**src/design/h2d_pkg.sv**
```systemverilog
// Shared constants, types and state codes for the 2-D heat stencil step.
package h2d_pkg;

	localparam int MAX_COLS   = 1024;
	localparam int MAX_ROWS   = 1024;
	localparam int LINE_DEPTH = MAX_COLS + 2;
	localparam int COL_W      = $clog2(LINE_DEPTH);
	localparam int ROW_W      = $clog2(MAX_ROWS + 2);

	localparam int SIZE_W     = 11;
	localparam int DATA_W     = 32;
	localparam int RES_W      = 64;
	localparam int CFG_IDX_W  = 3;
	localparam int FRAC_SHIFT = 30;
	localparam int MUL_W      = DATA_W + 1;
	localparam int PROD_W     = 2 * MUL_W;
	localparam int ACC_W      = PROD_W + 1;
	localparam int SHR_W      = ACC_W - FRAC_SHIFT;
	localparam int OUT_W      = DATA_W + RES_W;

	localparam logic [SIZE_W-1:0]        GRID_COLS_RST     = SIZE_W'(16);
	localparam logic [SIZE_W-1:0]        GRID_ROWS_RST     = SIZE_W'(16);
	localparam logic signed [DATA_W-1:0] CENTER_WEIGHT_RST = 32'sh4000_0000;

	typedef enum logic [CFG_IDX_W-1:0] {
		REG_GRID_COLS,
		REG_GRID_ROWS,
		REG_WEIGHT_X,
		REG_WEIGHT_Y,
		REG_CENTER_WEIGHT
	} cfg_reg_t;

	typedef enum logic [3:0] {
		ST_IDLE,
		ST_READ,
		ST_FETCH,
		ST_MUL,
		ST_DRAIN,
		ST_ROUND,
		ST_DIFF,
		ST_SQUARE,
		ST_DONE
	} state_t;

	typedef enum logic [2:0] {
		TERM_N,
		TERM_S,
		TERM_W,
		TERM_E,
		TERM_C
	} term_t;

	typedef struct packed {
		logic clear;
		logic mul_en;
		logic acc_en;
	} mac_ctl_t;

endpackage

```
**src/design/h2d_mac.sv**
```systemverilog
// Shared signed multiplier with registered product and wide accumulator.
module h2d_mac (
	input  logic                                clk,
	input  logic                                arst_n,
	input  h2d_pkg::mac_ctl_t                   ctl,
	input  logic signed [h2d_pkg::MUL_W-1:0]    op_a,
	input  logic signed [h2d_pkg::MUL_W-1:0]    op_b,
	output logic signed [h2d_pkg::PROD_W-1:0]   prod,
	output logic signed [h2d_pkg::ACC_W-1:0]    acc
);
	import h2d_pkg::*;

	logic signed [PROD_W-1:0] prod_s1;
	logic                     acc_en_s1;
	logic signed [ACC_W-1:0]  acc_q;

	always_ff @(posedge clk or negedge arst_n) begin
		if (!arst_n) begin
			acc_en_s1 <= 1'b0;
		end else begin
			acc_en_s1 <= ctl.mul_en & ctl.acc_en;
		end
	end

	// product registered from the operands, added into the sum in the cycle after
	always_ff @(posedge clk) begin
		if (ctl.mul_en) begin
			prod_s1 <= op_a * op_b;
		end
		if (ctl.clear) begin
			acc_q <= '0;
		end else if (acc_en_s1) begin
			acc_q <= acc_q + ACC_W'(prod_s1);
		end
	end

	assign prod = prod_s1;
	assign acc  = acc_q;

endmodule

```
**config.mk**
```make
export PLATFORM = sky130hd
export DESIGN_NAME = h2d_mac
export DESIGN_NICKNAME = d
export VERILOG_FILES = /design/src/design/h2d_pkg.sv /design/src/design/h2d_mac.sv
export SDC_FILE = /design/constraint.sdc
export NUM_CORES = 2
export LEC_CHECK = 0
export BUFFER_PORTS_ARGS = -buffer_cell sky130_fd_sc_hd__buf_2
export CAP_MARGIN = 20
export CORE_MARGIN = 8
export CORE_UTILIZATION = 40
export DETAILED_ROUTE_END_ITERATION = 10
export HOLD_SLACK_MARGIN = 0.05
export SYNTH_ARGS = -nofsm -noshare
export SYNTH_HDL_FRONTEND = slang
export SYNTH_SLANG_ARGS = --single-unit
```
**constraint.sdc**
```tcl
create_clock -name clk -period 2.9 [get_ports clk]
set_input_delay 0.145 -clock clk [delete_from_list [all_inputs] [get_ports clk]]
set_output_delay 0.145 -clock clk [all_outputs]
set_load 0.005 [all_outputs]
```
==> run_results.csv <==
group,metric,value,unit
die,io_pins,204,
drt,drt-pass1-iter-count,7,
setup_path,cpMaxStageDelayCell,"fa_2",
yosys,yosys-top-cells-count,"1189 x inv_1, 1146 x fa_1, 631 x nand2_1, 539 x and2_1, 283 x ha_1",
setup_path,critical-path-top-delay-family,"adder cells",
outcome,run_status,"finished with violations",
setup_path,cp.required,3.08,ns
global_routing,grt-ovfl-total,0,
yosys,ys_async_sr_fraction,0.007463,
setup_path,crit_fanout,6,
yosys,synth-seq-area-share,0.07090,
clock_tree,cts.clk_slew.worst_paths,0.07,ns
setup_path,critPathLaunchType,"input port",
final_layout,final_area,60710,sq um
die,row_count,126,
job,maxCapViolations,0,
die,die_y,359.6,um
global_routing,grt_pass1_wl,225.2,mm
drt,wl_per_cell,18.73,um
drt,drt_iter0_drc,2110,
clock_tree,clk_root_buffer_cell,"clkbuf_16",
yosys,synth_top_cell_area_share,0.4858,
yosys,synth_nets,6639,
global_routing,grt_max_degree,53,
yosys,yosysTopAreaCell,"fa_1",
clock_tree,cts_sinks,134,
timing,hold_viol,0,
yosys,synth_cells,5139,
setup_path,end_kind,"flop",
global_routing,antenna_found_initial,5,
timing,worstMarginPinSlew,0.5863,ns
setup_path,crit_arrival,7.25,ns
drt,routed_wl,141.5,mm
setup_path,critPathKind,"in2reg",
die,fp.coreArea,117600,sq um
die,die_width,359.6,um
setup_path,crit_buf_inv,10,
timing,fin_skew,0.01502,ns
timing,post-route-period-util,2.437,
die,dieArea,129300,sq um
min_path,hp-class,"in2reg",
drt,routed-via-count,37200,
final_layout,nets,7503,
clock_tree,numCtsBuffers,17,
place,place_congestion,0.9046,
place,io_buffers,203,
timing,rsz0062_at_grt,"true",
clock_tree,cts_htree_levels,4,
timing,fmax,0.1415,GHz
place,post_dp_cell_area,56310,sq um
timing,fin_ws,-4.168,ns
setup_path,critical_path.max_stage_delay,0.56,ns
outcome,violations,"negative setup slack",
timing,final-max-slew-violation-count,0,
yosys,yosysMostFrequentCell,"inv_1",
final_layout,fill_cells,10680,
setup_path,crit_top_cell,"fa_1",
yosys,syn_area,47220,sq um
yosys,ys_top_cells_by_area,"fa_1 49%, inv_1 9.5%, ha_1 7.5%",
yosys,ys_warn_count,0,
global_routing,grt_usage,0.2161,
drt,antenna_left,0,
timing,slew_headroom,0.6091,
drt,viasPerCell,4.924,
clock_tree,clk_path_buf_depth,2,
yosys,synth-edff-count,66,
yosys,ys.flop_type,"dfxtp_1",
place,hpwl,121.4,mm
timing,period_needed,7.068,ns
global_routing,grt_pass1_vias,40340,
timing,setup_viol_count_final,86,
clock_tree,cts_tree,"done",
yosys,ys_ff_latch,134,
clock_tree,clock_latency,0.44,ns
drt,drc_errors,0,
die,initial_core_util,0.4015,
final_layout,drive_above_1_share,0.2758,
yosys,syn_area_per_cell,9.189,sq um
final_layout,area_delta_synth_final,28.56,%
yosys,ys_types,77,
## per-stage QoR
| step | setup WS (ns) | setup TNS [ns] | std cells | hold WS [ns] | utilization |
|---|---|---|---|---|---|
| global placement | -4.830 | -245.02 | 7399 | -0.07915 | 0.4788 |
| finish | -4.168 | -198.70 | 7554 | 0.2408 | 0.5162 |
| global route | -4.359 | -213.73 | 7553 | 0.2496 | 0.5162 |
| detailed placement | -4.868 | -248.79 | 7399 | -0.07560 | 0.4788 |
| CTS | -4.116 | -196.37 | 7495 | 0.2311 | 0.5020 |
| floorplan | -4.271 | -190.01 | 5139 | -0.1506 | - |
## layout make-up
cell class	count	area, sq um	area share
Timing Repair Buffer	1106	9405	0.1549
Antenna cell	2	5.005	0.00008244
Inverter	1189	4477	0.07375
Multi-Input combinational cell	3555	40980	0.6751
Tap cell	1536	1922	0.03166
Clock inverter	12	93.84	0.001546
Sequential cell	134	3352	0.05522
Clock buffer	20	467.9	0.007708
## cell usage in the layout (no fill, tap or decap), types with 23 or more instances in the layout
| cell | netlist | layout |
|---|---|---|
| mux2i_1 | 36 | 36 |
| fa_2 | 0 | 91 |
| inv_2 | 0 | 78 |
| buf_4 | 0 | 759 |
| a21oi_2 | 0 | 40 |
| o21ai_0 | 82 | 46 |
| buf_2 | 2 | 151 |
| a21oi_1 | 139 | 87 |
| fa_1 | 1146 | 1055 |
| ha_1 | 283 | 209 |
| nand2_1 | 631 | 594 |
| o21ai_1 | 14 | 27 |
| buf_6 | 0 | 105 |
| a21o_1 | 66 | 66 |
| buf_12 | 0 | 52 |
| nand2b_1 | 32 | 31 |
| edfxtp_1 | 66 | 66 |
| nand2_2 | 0 | 23 |
| inv_1 | 1189 | 1106 |
| dfxtp_1 | 67 | 67 |
| nor2_1 | 141 | 128 |
| and2_1 | 539 | 476 |
| ha_4 | 0 | 72 |
| nand4_1 | 36 | 36 |
| nand3_1 | 36 | 27 |
| xor2_1 | 46 | 45 |
| and2_4 | 0 | 62 |
| clkbuf_16 | 0 | 26 |
| xnor2_1 | 77 | 67 |
## worst paths after layout
| path | start | end | slack, ns | cells after the start |
|---|---|---|---|---|
| worst min register to register | acc[61] | acc[61] | 0.49 | 2 |
| max in group asynchronous | arst_n | acc_en_s1 | 2.24 | 3 |
| min in group asynchronous | arst_n | acc_en_s1 | 0.55 | 3 |
| worst min-delay path | ctl[1] | prod[65] | 0.24 | 1 |
| worst max register to register | prod[0] | acc[50] | -0.37 | 13 |
| worst max-delay path | op_b[3] | prod[46] | -4.17 | 28 |
## worst reg2reg max path: cells and delay by family (launching register included)
| family | cells | cell delay (ns) |
|---|---|---|
| AND/OR/NAND/NOR | 2 | 0.66 |
| adder cells (fa/ha/maj) | 2 | 0.50 |
| flip-flops | 1 | 0.42 |
| buffers and inverters | 1 | 0.05 |
| AO/OA/AOI/OAI | 8 | 1.54 |
## layer usage
layer | wire length [um] | global-route usage | part of all wire | vias up
met2 | 63900 | 0.3498 | 0.45 | 1066
met1 | 63340 | 0.3030 | 0.45 | 18910
met4 | 4133 | 0.04919 | 0.029 | 4
met3 | 10080 | 0.03898 | 0.071 | 194
li1 | - | - | - | 17020
met5 | 21 | 0 | 0.00015 | -
## state kept, by name (all words and copies together) (netlist names)
signal	count
acc	67
acc_en_s1	1
prod	66
## kinds of logic after synthesis
logic type	synth area share
AOI/OAI and AO/OA	0.06349
DFF	0.07090
adders and majority gates	0.5608
and+or+nand+nor	0.1586
muxes	0.008108
xor gates and xnor gates	0.02281
buffers and inverters	0.1153
## what timing repair did
action,in CTS,in global routing
pin swaps,232,225
endpoints found under the hold margin,5,0
endpoints found under the setup margin,104,103
hold buffers,4,0
gates resized for setup,392,304
setup buffers,58,64
gates cloned,7,7
Power is left out: the tool's default activity adds up to more than one toggle a clock period on the data nets, which glitch-free logic cannot reach.
